==> config.mk <==
export PLATFORM = sky130hd
export DESIGN_NAME = xoshiro256ss_prng_splitmix_seed_unit
export DESIGN_NICKNAME = d
export VERILOG_FILES = /design/src/hdl/xss_pkg.sv /design/src/hdl/xss_front.sv /design/src/hdl/xss_queue.sv /design/src/hdl/xss_back.sv /design/src/hdl/xoshiro256ss_prng_splitmix_seed_unit.sv
export VERILOG_INCLUDE_DIRS = /design/src /design/src/hdl
export SDC_FILE = /design/constraint.sdc
export NUM_CORES = 2
export LEC_CHECK = 0
export BUFFER_PORTS_ARGS = -buffer_cell sky130_fd_sc_hd__clkbuf_2
export CORE_ASPECT_RATIO = 1.25
export CORE_MARGIN = 5
export CORE_UTILIZATION = 40
export DETAILED_ROUTE_END_ITERATION = 16
export PLACE_DENSITY_LB_ADDON = 0.12
export SKIP_CTS_REPAIR_TIMING = 1
export SYNTH_ARGS = -nofsm -noshare
export SYNTH_HDL_FRONTEND = slang
export SYNTH_SLANG_ARGS = --single-unit
export TNS_END_PERCENT = 100
==> constraint.sdc <==
create_clock -name clk -period 12.8 [get_ports clk]
set_input_delay 2.56 -clock clk [delete_from_list [all_inputs] [get_ports clk]]
set_output_delay 2.56 -clock clk [all_outputs]
set_load 0.05 [all_outputs]
==> src/hdl/xoshiro256ss_prng_splitmix_seed_unit_macros.svh <==
// Assertion helpers shared by the generator RTL.
`ifndef XOSHIRO256SS_PRNG_SPLITMIX_SEED_UNIT_MACROS_SVH
`define XOSHIRO256SS_PRNG_SPLITMIX_SEED_UNIT_MACROS_SVH

// Same-cycle implication, switched off while reset is asserted.
`define XSS_ASSERT_IMPLY(label, clk, rst_n, ante, cons) \
    label: assert property (@(posedge clk) disable iff (!rst_n) (ante) |-> (cons)) \
        else $error("xss assertion failed");

// Next-cycle implication, switched off while reset is asserted.
`define XSS_ASSERT_NEXT(label, clk, rst_n, ante, cons) \
    label: assert property (@(posedge clk) disable iff (!rst_n) (ante) |=> (cons)) \
        else $error("xss assertion failed");

`endif

==> src/hdl/xss_pkg.sv <==
`default_nettype none

package xss_pkg;

    localparam int WORD_W      = 64;
    localparam int NUM_WORDS   = 4;
    localparam int WIDX_W      = $clog2(NUM_WORDS);
    localparam int QUEUE_DEPTH = 2;

    // splitmix64 constants
    localparam logic [WORD_W-1:0] GOLDEN_STEP = 64'h9e3779b97f4a7c15;
    localparam logic [WORD_W-1:0] MIX_MUL_A   = 64'hbf58476d1ce4e5b9;
    localparam logic [WORD_W-1:0] MIX_MUL_B   = 64'h94d049bb133111eb;
    localparam int MIX_SHIFT_0 = 30;
    localparam int MIX_SHIFT_1 = 27;
    localparam int MIX_SHIFT_2 = 31;

    // xoshiro256** constants
    localparam int SHIFT_T = 17;
    localparam int ROT_W3  = 45;
    localparam int ROT_OUT = 7;

    // queued operation codes
    localparam logic OP_DRAW = 1'b0;
    localparam logic OP_SEED = 1'b1;

    typedef struct packed {
        logic              op;
        logic [WORD_W-1:0] seed;
    } xss_entry_t;

    typedef struct packed {
        logic full;
        logic empty;
    } xss_qstat_t;

    // rotate left by a constant amount in 1..63
    function automatic logic [WORD_W-1:0] rotl64(input logic [WORD_W-1:0] v,
                                                 input int unsigned k);
        return (v << k) | (v >> (WORD_W - k));
    endfunction

endpackage

`default_nettype wire

==> src/hdl/xss_front.sv <==
`default_nettype none

module xss_front
(
    input  wire logic                  clk,
    input  wire logic                  rst_n,
    input  wire logic                  in_valid,
    output logic                       in_stall,
    input  wire logic                  cmd,
    input  wire logic [63:0]           seed_value,
    input  wire xss_pkg::xss_qstat_t   qstat,
    output logic                       push,
    output xss_pkg::xss_entry_t        push_entry
);

    logic                 valid_reg;
    logic                 valid_next;
    xss_pkg::xss_entry_t  entry_reg;
    logic                 accept;

    assign in_stall   = valid_reg && qstat.full;
    assign accept     = in_valid && !in_stall;
    assign push       = valid_reg && !qstat.full;
    assign push_entry = entry_reg;

    always_comb
    begin
        valid_next = valid_reg;
        if (accept)
        begin
            valid_next = 1'b1;
        end
        else if (push)
        begin
            valid_next = 1'b0;
        end
    end

    always_ff @(posedge clk or negedge rst_n)
    begin
        if (!rst_n)
        begin
            valid_reg <= 1'b0;
        end
        else
        begin
            valid_reg <= valid_next;
        end
    end

    // decode the command into a queue operation
    always_ff @(posedge clk)
    begin
        if (accept)
        begin
            entry_reg.op   <= cmd ? xss_pkg::OP_SEED : xss_pkg::OP_DRAW;
            entry_reg.seed <= seed_value;
        end
    end

endmodule

`default_nettype wire

==> src/hdl/xss_queue.sv <==
`default_nettype none

`include "xoshiro256ss_prng_splitmix_seed_unit_macros.svh"

module xss_queue
#(
    parameter int DEPTH = xss_pkg::QUEUE_DEPTH
)
(
    input  wire logic                  clk,
    input  wire logic                  rst_n,
    input  wire logic                  push,
    input  wire xss_pkg::xss_entry_t   push_entry,
    input  wire logic                  pop,
    output xss_pkg::xss_entry_t        head,
    output xss_pkg::xss_qstat_t        qstat
);

    localparam int PW = (DEPTH > 1) ? $clog2(DEPTH) : 1;
    localparam int CW = $clog2(DEPTH + 1);
    localparam logic [PW-1:0] LAST = PW'(DEPTH - 1);
    localparam logic [CW-1:0] FULL = CW'(DEPTH);

    xss_pkg::xss_entry_t entries_reg [DEPTH];

    logic [PW-1:0] wr_ptr_reg;
    logic [PW-1:0] wr_ptr_next;
    logic [PW-1:0] rd_ptr_reg;
    logic [PW-1:0] rd_ptr_next;
    logic [CW-1:0] count_reg;
    logic [CW-1:0] count_next;

    assign head        = entries_reg[rd_ptr_reg];
    assign qstat.full  = (count_reg == FULL);
    assign qstat.empty = (count_reg == '0);

    always_comb
    begin
        wr_ptr_next = wr_ptr_reg;
        rd_ptr_next = rd_ptr_reg;
        count_next  = count_reg;
        if (push)
        begin
            wr_ptr_next = (wr_ptr_reg == LAST) ? '0 : wr_ptr_reg + 1'b1;
        end
        if (pop)
        begin
            rd_ptr_next = (rd_ptr_reg == LAST) ? '0 : rd_ptr_reg + 1'b1;
        end
        if (push && !pop)
        begin
            count_next = count_reg + 1'b1;
        end
        else if (pop && !push)
        begin
            count_next = count_reg - 1'b1;
        end
    end

    always_ff @(posedge clk or negedge rst_n)
    begin
        if (!rst_n)
        begin
            wr_ptr_reg <= '0;
            rd_ptr_reg <= '0;
            count_reg  <= '0;
        end
        else
        begin
            wr_ptr_reg <= wr_ptr_next;
            rd_ptr_reg <= rd_ptr_next;
            count_reg  <= count_next;
        end
    end

    always_ff @(posedge clk)
    begin
        if (push)
        begin
            entries_reg[wr_ptr_reg] <= push_entry;
        end
    end

    `XSS_ASSERT_NEXT(a_q_pop_only, clk, rst_n, pop && !push, count_reg == $past(count_reg) - 1'b1)
    `XSS_ASSERT_NEXT(a_q_push_only, clk, rst_n, push && !pop, count_reg == $past(count_reg) + 1'b1)

endmodule

`default_nettype wire

==> src/hdl/xss_back.sv <==
`default_nettype none

`include "xoshiro256ss_prng_splitmix_seed_unit_macros.svh"

module xss_back
(
    input  wire logic                  clk,
    input  wire logic                  rst_n,
    input  wire xss_pkg::xss_qstat_t   qstat,
    input  wire xss_pkg::xss_entry_t   head,
    output logic                       pop,
    output logic                       out_valid,
    input  wire logic                  out_stall,
    output logic [63:0]                random_value
);

    localparam int WW = xss_pkg::WORD_W;
    localparam int NW = xss_pkg::NUM_WORDS;
    localparam int IW = xss_pkg::WIDX_W;

    localparam logic [2:0] ST_IDLE     = 3'd0;
    localparam logic [2:0] ST_SEED_ADD = 3'd1;
    localparam logic [2:0] ST_MUL_A    = 3'd2;
    localparam logic [2:0] ST_XS       = 3'd3;
    localparam logic [2:0] ST_MUL_B    = 3'd4;
    localparam logic [2:0] ST_STORE    = 3'd5;
    localparam logic [2:0] ST_DRAW     = 3'd6;

    // partial product phases of a 64 x 64 (low half) multiply
    localparam logic [1:0] P0 = 2'd0;
    localparam logic [1:0] P1 = 2'd1;
    localparam logic [1:0] P2 = 2'd2;

    logic [2:0]    state_reg;
    logic [2:0]    state_next;
    logic [1:0]    phase_reg;
    logic [1:0]    phase_next;
    logic [IW-1:0] word_reg;
    logic [IW-1:0] word_next;
    logic          out_valid_reg;
    logic          out_valid_next;
    logic [WW-1:0] words_reg [NW];
    logic [WW-1:0] words_next [NW];

    logic [WW-1:0] acc_reg;
    logic [WW-1:0] acc_next;
    logic [WW-1:0] mz_reg;
    logic [WW-1:0] mz_next;
    logic [WW-1:0] prod_reg;
    logic [WW-1:0] prod_next;
    logic [WW-1:0] rot_reg;
    logic [WW-1:0] rot_next;
    logic [WW-1:0] out_data_reg;
    logic [WW-1:0] out_data_next;

    logic [WW-1:0] acc_sum;
    logic [31:0]   mul_a;
    logic [31:0]   mul_b;
    logic [WW-1:0] mul_k;
    logic [WW-1:0] mul_p;
    logic [WW-1:0] prod_step;
    logic [WW-1:0] times5;
    logic [WW-1:0] upd2;
    logic [WW-1:0] upd3;
    logic          out_free;

    assign out_valid    = out_valid_reg;
    assign random_value = out_data_reg;
    assign out_free     = !out_valid_reg || !out_stall;
    assign pop          = (state_reg == ST_IDLE) && !qstat.empty;

    assign acc_sum = acc_reg + xss_pkg::GOLDEN_STEP;

    // one shared 32 x 32 multiplier, three passes per 64-bit product
    assign mul_a     = (phase_reg == P2) ? mz_reg[63:32] : mz_reg[31:0];
    assign mul_k     = (state_reg == ST_MUL_B) ? xss_pkg::MIX_MUL_B : xss_pkg::MIX_MUL_A;
    assign mul_b     = (phase_reg == P1) ? mul_k[63:32] : mul_k[31:0];
    assign mul_p     = {32'd0, mul_a} * {32'd0, mul_b};
    assign prod_step = (phase_reg == P0) ? mul_p
                                         : {prod_reg[63:32] + mul_p[31:0], prod_reg[31:0]};

    // output and state advance terms
    assign times5 = words_reg[1] + (words_reg[1] << 2);
    assign upd2   = words_reg[2] ^ words_reg[0];
    assign upd3   = words_reg[3] ^ words_reg[1];

    always_comb
    begin
        state_next     = state_reg;
        phase_next     = phase_reg;
        word_next      = word_reg;
        acc_next       = acc_reg;
        mz_next        = mz_reg;
        prod_next      = prod_reg;
        rot_next       = rot_reg;
        out_data_next  = out_data_reg;
        out_valid_next = out_valid_reg && out_stall;
        for (int i = 0; i < NW; i++)
        begin
            words_next[i] = words_reg[i];
        end

        case (state_reg)
            ST_IDLE:
            begin
                if (!qstat.empty)
                begin
                    if (head.op == xss_pkg::OP_SEED)
                    begin
                        acc_next   = head.seed;
                        word_next  = '0;
                        state_next = ST_SEED_ADD;
                    end
                    else
                    begin
                        rot_next      = xss_pkg::rotl64(times5, xss_pkg::ROT_OUT);
                        words_next[2] = upd2 ^ (words_reg[1] << xss_pkg::SHIFT_T);
                        words_next[1] = words_reg[1] ^ upd2;
                        words_next[0] = words_reg[0] ^ upd3;
                        words_next[3] = xss_pkg::rotl64(upd3, xss_pkg::ROT_W3);
                        state_next    = ST_DRAW;
                    end
                end
            end
            ST_DRAW:
            begin
                if (out_free)
                begin
                    out_data_next  = rot_reg + (rot_reg << 3);
                    out_valid_next = 1'b1;
                    state_next     = ST_IDLE;
                end
            end
            ST_SEED_ADD:
            begin
                acc_next   = acc_sum;
                mz_next    = acc_sum ^ (acc_sum >> xss_pkg::MIX_SHIFT_0);
                phase_next = P0;
                state_next = ST_MUL_A;
            end
            ST_MUL_A:
            begin
                prod_next = prod_step;
                if (phase_reg == P2)
                begin
                    phase_next = P0;
                    state_next = ST_XS;
                end
                else
                begin
                    phase_next = phase_reg + 1'b1;
                end
            end
            ST_XS:
            begin
                mz_next    = prod_reg ^ (prod_reg >> xss_pkg::MIX_SHIFT_1);
                phase_next = P0;
                state_next = ST_MUL_B;
            end
            ST_MUL_B:
            begin
                prod_next = prod_step;
                if (phase_reg == P2)
                begin
                    phase_next = P0;
                    state_next = ST_STORE;
                end
                else
                begin
                    phase_next = phase_reg + 1'b1;
                end
            end
            ST_STORE:
            begin
                words_next[word_reg] = prod_reg ^ (prod_reg >> xss_pkg::MIX_SHIFT_2);
                word_next            = word_reg + 1'b1;
                state_next           = (&word_reg) ? ST_IDLE : ST_SEED_ADD;
            end
            default:
            begin
                state_next = ST_IDLE;
            end
        endcase
    end

    always_ff @(posedge clk or negedge rst_n)
    begin
        if (!rst_n)
        begin
            state_reg     <= ST_IDLE;
            phase_reg     <= P0;
            word_reg      <= '0;
            out_valid_reg <= 1'b0;
            for (int i = 0; i < NW; i++)
            begin
                words_reg[i] <= '0;
            end
        end
        else
        begin
            state_reg     <= state_next;
            phase_reg     <= phase_next;
            word_reg      <= word_next;
            out_valid_reg <= out_valid_next;
            for (int i = 0; i < NW; i++)
            begin
                words_reg[i] <= words_next[i];
            end
        end
    end

    always_ff @(posedge clk)
    begin
        acc_reg      <= acc_next;
        mz_reg       <= mz_next;
        prod_reg     <= prod_next;
        rot_reg      <= rot_next;
        out_data_reg <= out_data_next;
    end

    `XSS_ASSERT_IMPLY(a_out_from_draw, clk, rst_n, $rose(out_valid_reg), $past(state_reg) == ST_DRAW)
    `XSS_ASSERT_NEXT(a_seed_ends, clk, rst_n, state_reg == ST_STORE && (&word_reg), state_reg == ST_IDLE)
    `XSS_ASSERT_NEXT(a_mul_a_ends, clk, rst_n, state_reg == ST_MUL_A && phase_reg == P2, state_reg == ST_XS)

endmodule

`default_nettype wire

==> src/hdl/xoshiro256ss_prng_splitmix_seed_unit.sv <==
// xoshiro256** generator with splitmix64 seeding. A transaction with cmd = 0 returns the next
// 64-bit value and advances the four state words; cmd = 1 reseeds from seed_value and returns
// nothing. Until the first reseed the state is all zero and every draw returns zero. A front
// register decodes each transaction into a short queue; the back end executes it. The back
// end takes the next transaction only once it is through with the last, and a draw holds it
// in the draw state while the output register is stalled. A reseed runs splitmix64 for each
// of the four words: two 64-bit multiplies per word, each done as three 32 x 32 partial
// products on one shared multiplier. Transactions keep arriving into the queue while a reseed
// runs, until the queue and the front register are full. A draw passes through the front
// register, the queue, the back end's draw state and the output register before it is presented.
`default_nettype none

module xoshiro256ss_prng_splitmix_seed_unit
#(
    parameter int QDEPTH = xss_pkg::QUEUE_DEPTH
)
(
    input  wire logic        clk,
    input  wire logic        rst_n,

    // input transactions
    input  wire logic        in_valid,
    output logic             in_stall,
    input  wire logic        cmd,
    input  wire logic [63:0] seed_value,

    // result transactions
    output logic             out_valid,
    input  wire logic        out_stall,
    output logic [63:0]      random_value
);

    xss_pkg::xss_qstat_t q_stat;
    xss_pkg::xss_entry_t push_entry;
    xss_pkg::xss_entry_t head_entry;
    logic                push;
    logic                pop;

    // front: input register and command decode
    xss_front u_front
    (
        .clk        (clk),
        .rst_n      (rst_n),
        .in_valid   (in_valid),
        .in_stall   (in_stall),
        .cmd        (cmd),
        .seed_value (seed_value),
        .qstat      (q_stat),
        .push       (push),
        .push_entry (push_entry)
    );

    // decoupling queue between decode and execution
    xss_queue #(
        .DEPTH (QDEPTH)
    ) u_queue
    (
        .clk        (clk),
        .rst_n      (rst_n),
        .push       (push),
        .push_entry (push_entry),
        .pop        (pop),
        .head       (head_entry),
        .qstat      (q_stat)
    );

    // back: generator state, seeding sequencer and output register
    xss_back u_back
    (
        .clk          (clk),
        .rst_n        (rst_n),
        .qstat        (q_stat),
        .head         (head_entry),
        .pop          (pop),
        .out_valid    (out_valid),
        .out_stall    (out_stall),
        .random_value (random_value)
    );

endmodule

`default_nettype wire

==> reports/summary.txt <==
Status: finished clean
Max stage delay on crit path: 0.96 ns
Placed Cells: 9,933
Register area: 0.0222 mm2
Synth warnings: 0
Post-synth EDFFs: 515
CTS clock-pin slew for the worst setup and hold paths: 0.06 ns
Worst Path Arrival: 12.08 ns
Post-synth top cells: inv_1 (1,009), fa_1 (822), nor2_1 (716)
Via count: 55,789
CP dominant cell by count: fa_1
Remaining Overflow, GRT: 0
CP max-delay cell: nor2b_1
Root Driver: clkbuf_16
Antenna violations before repair: 4
Final cell count without fillers: 10,102
DR pass1 iterations: 6
Yosys reg bits: 784
Syn Std Cell Area: 0.0742 mm2
Total Wirelength: 262,000 um
Area Overhead vs Synth: 8.52%
Remaining DRCs: 0
Die height: 491 um
Vias in the first global route: 57,182
Family with the most delay on the worst path: adder cells
CP Launch Type: flop
Placer Congestion: 0.953
Worst slew pin tran: 1.24 ns
Crit path time final: 11.65 ns
Sequential-to-total area share from yosys stat: 0.299
Peak Freq: 0.0858 GHz
Setup TNS: 0 ns
Fin. Hold Viols: 0
Cts bufs inserted: 90
Largest net degree at the start of global routing: 87
Per-cell routed wire length: 25.9 um
Avg Cell Area, Syn: 9.69 um2
Post-synth top area cell: fa_1
Area taken by multi-input logic gates: 0.0470 mm2
Deepest clock path buffer count: 3
Crit-path max FO: 23
GR Util All Layers: 0.267
Yosys cell types: 98
First-pass GRT wire length: 388,000 um
CTS sink count: 784
Final Max Slew Viols: 0
TritonCTS clock tree: yes
Slew HR: 0.172
DIE AREA: 0.194 mm2
Share of layout cells above drive strength 1: 0.0647
Std-Cell Rows: 176
Synth Instances: 7,658
Clk_skew: 0.0364 ns
I/O pin cnt: 135
Filler cells: 17,761
Final clock period utilization by the worst path: 0.910
Yosys top cell area share: 0.222
Nets@finish: 9,011
Max reg flops: 256
Required time of the critical path: 13.22 ns
ANT nets after route: 0
CP bufs+invs: 2
Ranking of synthesized cells by area: fa_1 (22%), edfxtp_1 (21%), dfrtp_1 (9.1%)
Max H-tree Level: 3
Worst hold slack: 0.425 ns
Clk_lat worst skew: 0.71 ns
Net count after synthesis: 9,047
Fraction of registers with async set/reset: 0.343
Vias per cell: 5.52
Core area: 0.184 mm2
Hold Path Class: reg2reg
Unrepaired setup endpoints after global routing: false
Maxcap violations: 0
Detailed placement HPWL: 209,000 um
IO buf count: 134
Critical Path End Type: flop
Worst Setup Path Type: reg2reg
Top-count cell post-synth: inv_1
Initial drt markers: 4,687
Starting density of the core: 0.402
Die W: 395 um
Most used DFF post-synth: edfxtp_1
Setup Viol. Count Final: 0
-- placed cells by master, fill, tap and decap left out, drive strengths merged, types with 108 or more instances in the layout --
cell type     n
ha          498
a21oi       669
and2        108
dfrtp       269
o21ai       346
fa          822
xnor2       303
nor2        716
a21o        180
edfxtp      515
nand2       601
xor2        259
inv        1015
clkbuf      249
-- through the flow --
stage,utilization,setup slack [ns],area (um2)
after global routing,0.437,0.718,80500
after global placement,0.420,1.49,77500
final,0.437,1.15,80500
after detailed placement,0.420,1.31,77500
after floorplan,-,3.00,74200
after CTS,0.437,1.32,80500
-- worst reg2reg max path: cells and delay by family (launching register included) --
family	cells	cell delay (ns)
AO/OA/AOI/OAI	12	3.43
multiplexers	1	0.09
flip-flops	1	0.72
AND/OR/NAND/NOR	5	1.84
adder cells (fa/ha/maj)	11	4.67
XOR/XNOR	2	0.46
buffers and inverters	2	0.17
-- final timing paths --
path | from | end | slack (ns) | depth (start not counted)
worst max-delay path | u_back.state_reg[1] | u_back.prod_reg[63] | 1.15 | 33
worst min-delay path | u_front.push_entry[3] | u_queue.entries_reg[0][3] | 0.43 | 0
worst max register to register | u_back.state_reg[1] | u_back.prod_reg[63] | 1.15 | 33
worst min register to register | u_front.push_entry[3] | u_queue.entries_reg[0][3] | 0.43 | 0
max in group asynchronous | rst_n | u_queue.rd_ptr_reg | 9.16 | 2
min in group asynchronous | rst_n | u_back.words_reg[175] | 1.87 | 1
-- routing by layer --
layer  track usage  vias up  routed length [um]
met3        0.0296      438               13700
met2         0.434     1786              122000
li1              -    25398                   -
met1         0.362    28167              113000
met4         0.117        0               13600
met5             0        -                   0
-- cell families (layout without fill, tap and decap cells) --
family,count (synthesis),in the layout,synth area share
AND/OR/NAND/NOR,1928,1928,0.116
buffers and inverters,1373,1412,0.0696
flip-flops,784,784,0.299
multiplexers,42,42,0.00568
adder cells (fa/ha/maj),1321,1321,0.306
XOR/XNOR,562,562,0.0665
other,0,2,0
AO/OA/AOI/OAI,1648,1648,0.137
-- cell type report --
type | instances | share of cell area
Multi-Input combinational cell | 5501 | 0.584
Inverter | 1010 | 0.0471
Clock inverter | 51 | 0.00730
Tap cell | 2403 | 0.0373
Timing Repair Buffer | 235 | 0.0179
Sequential cell | 784 | 0.276
Clock buffer | 116 | 0.0304
Antenna cell | 2 | 0.0000622
Power is left out: the tool's default activity adds up to more than one toggle a clock period on the data nets, which glitch-free logic cannot reach.
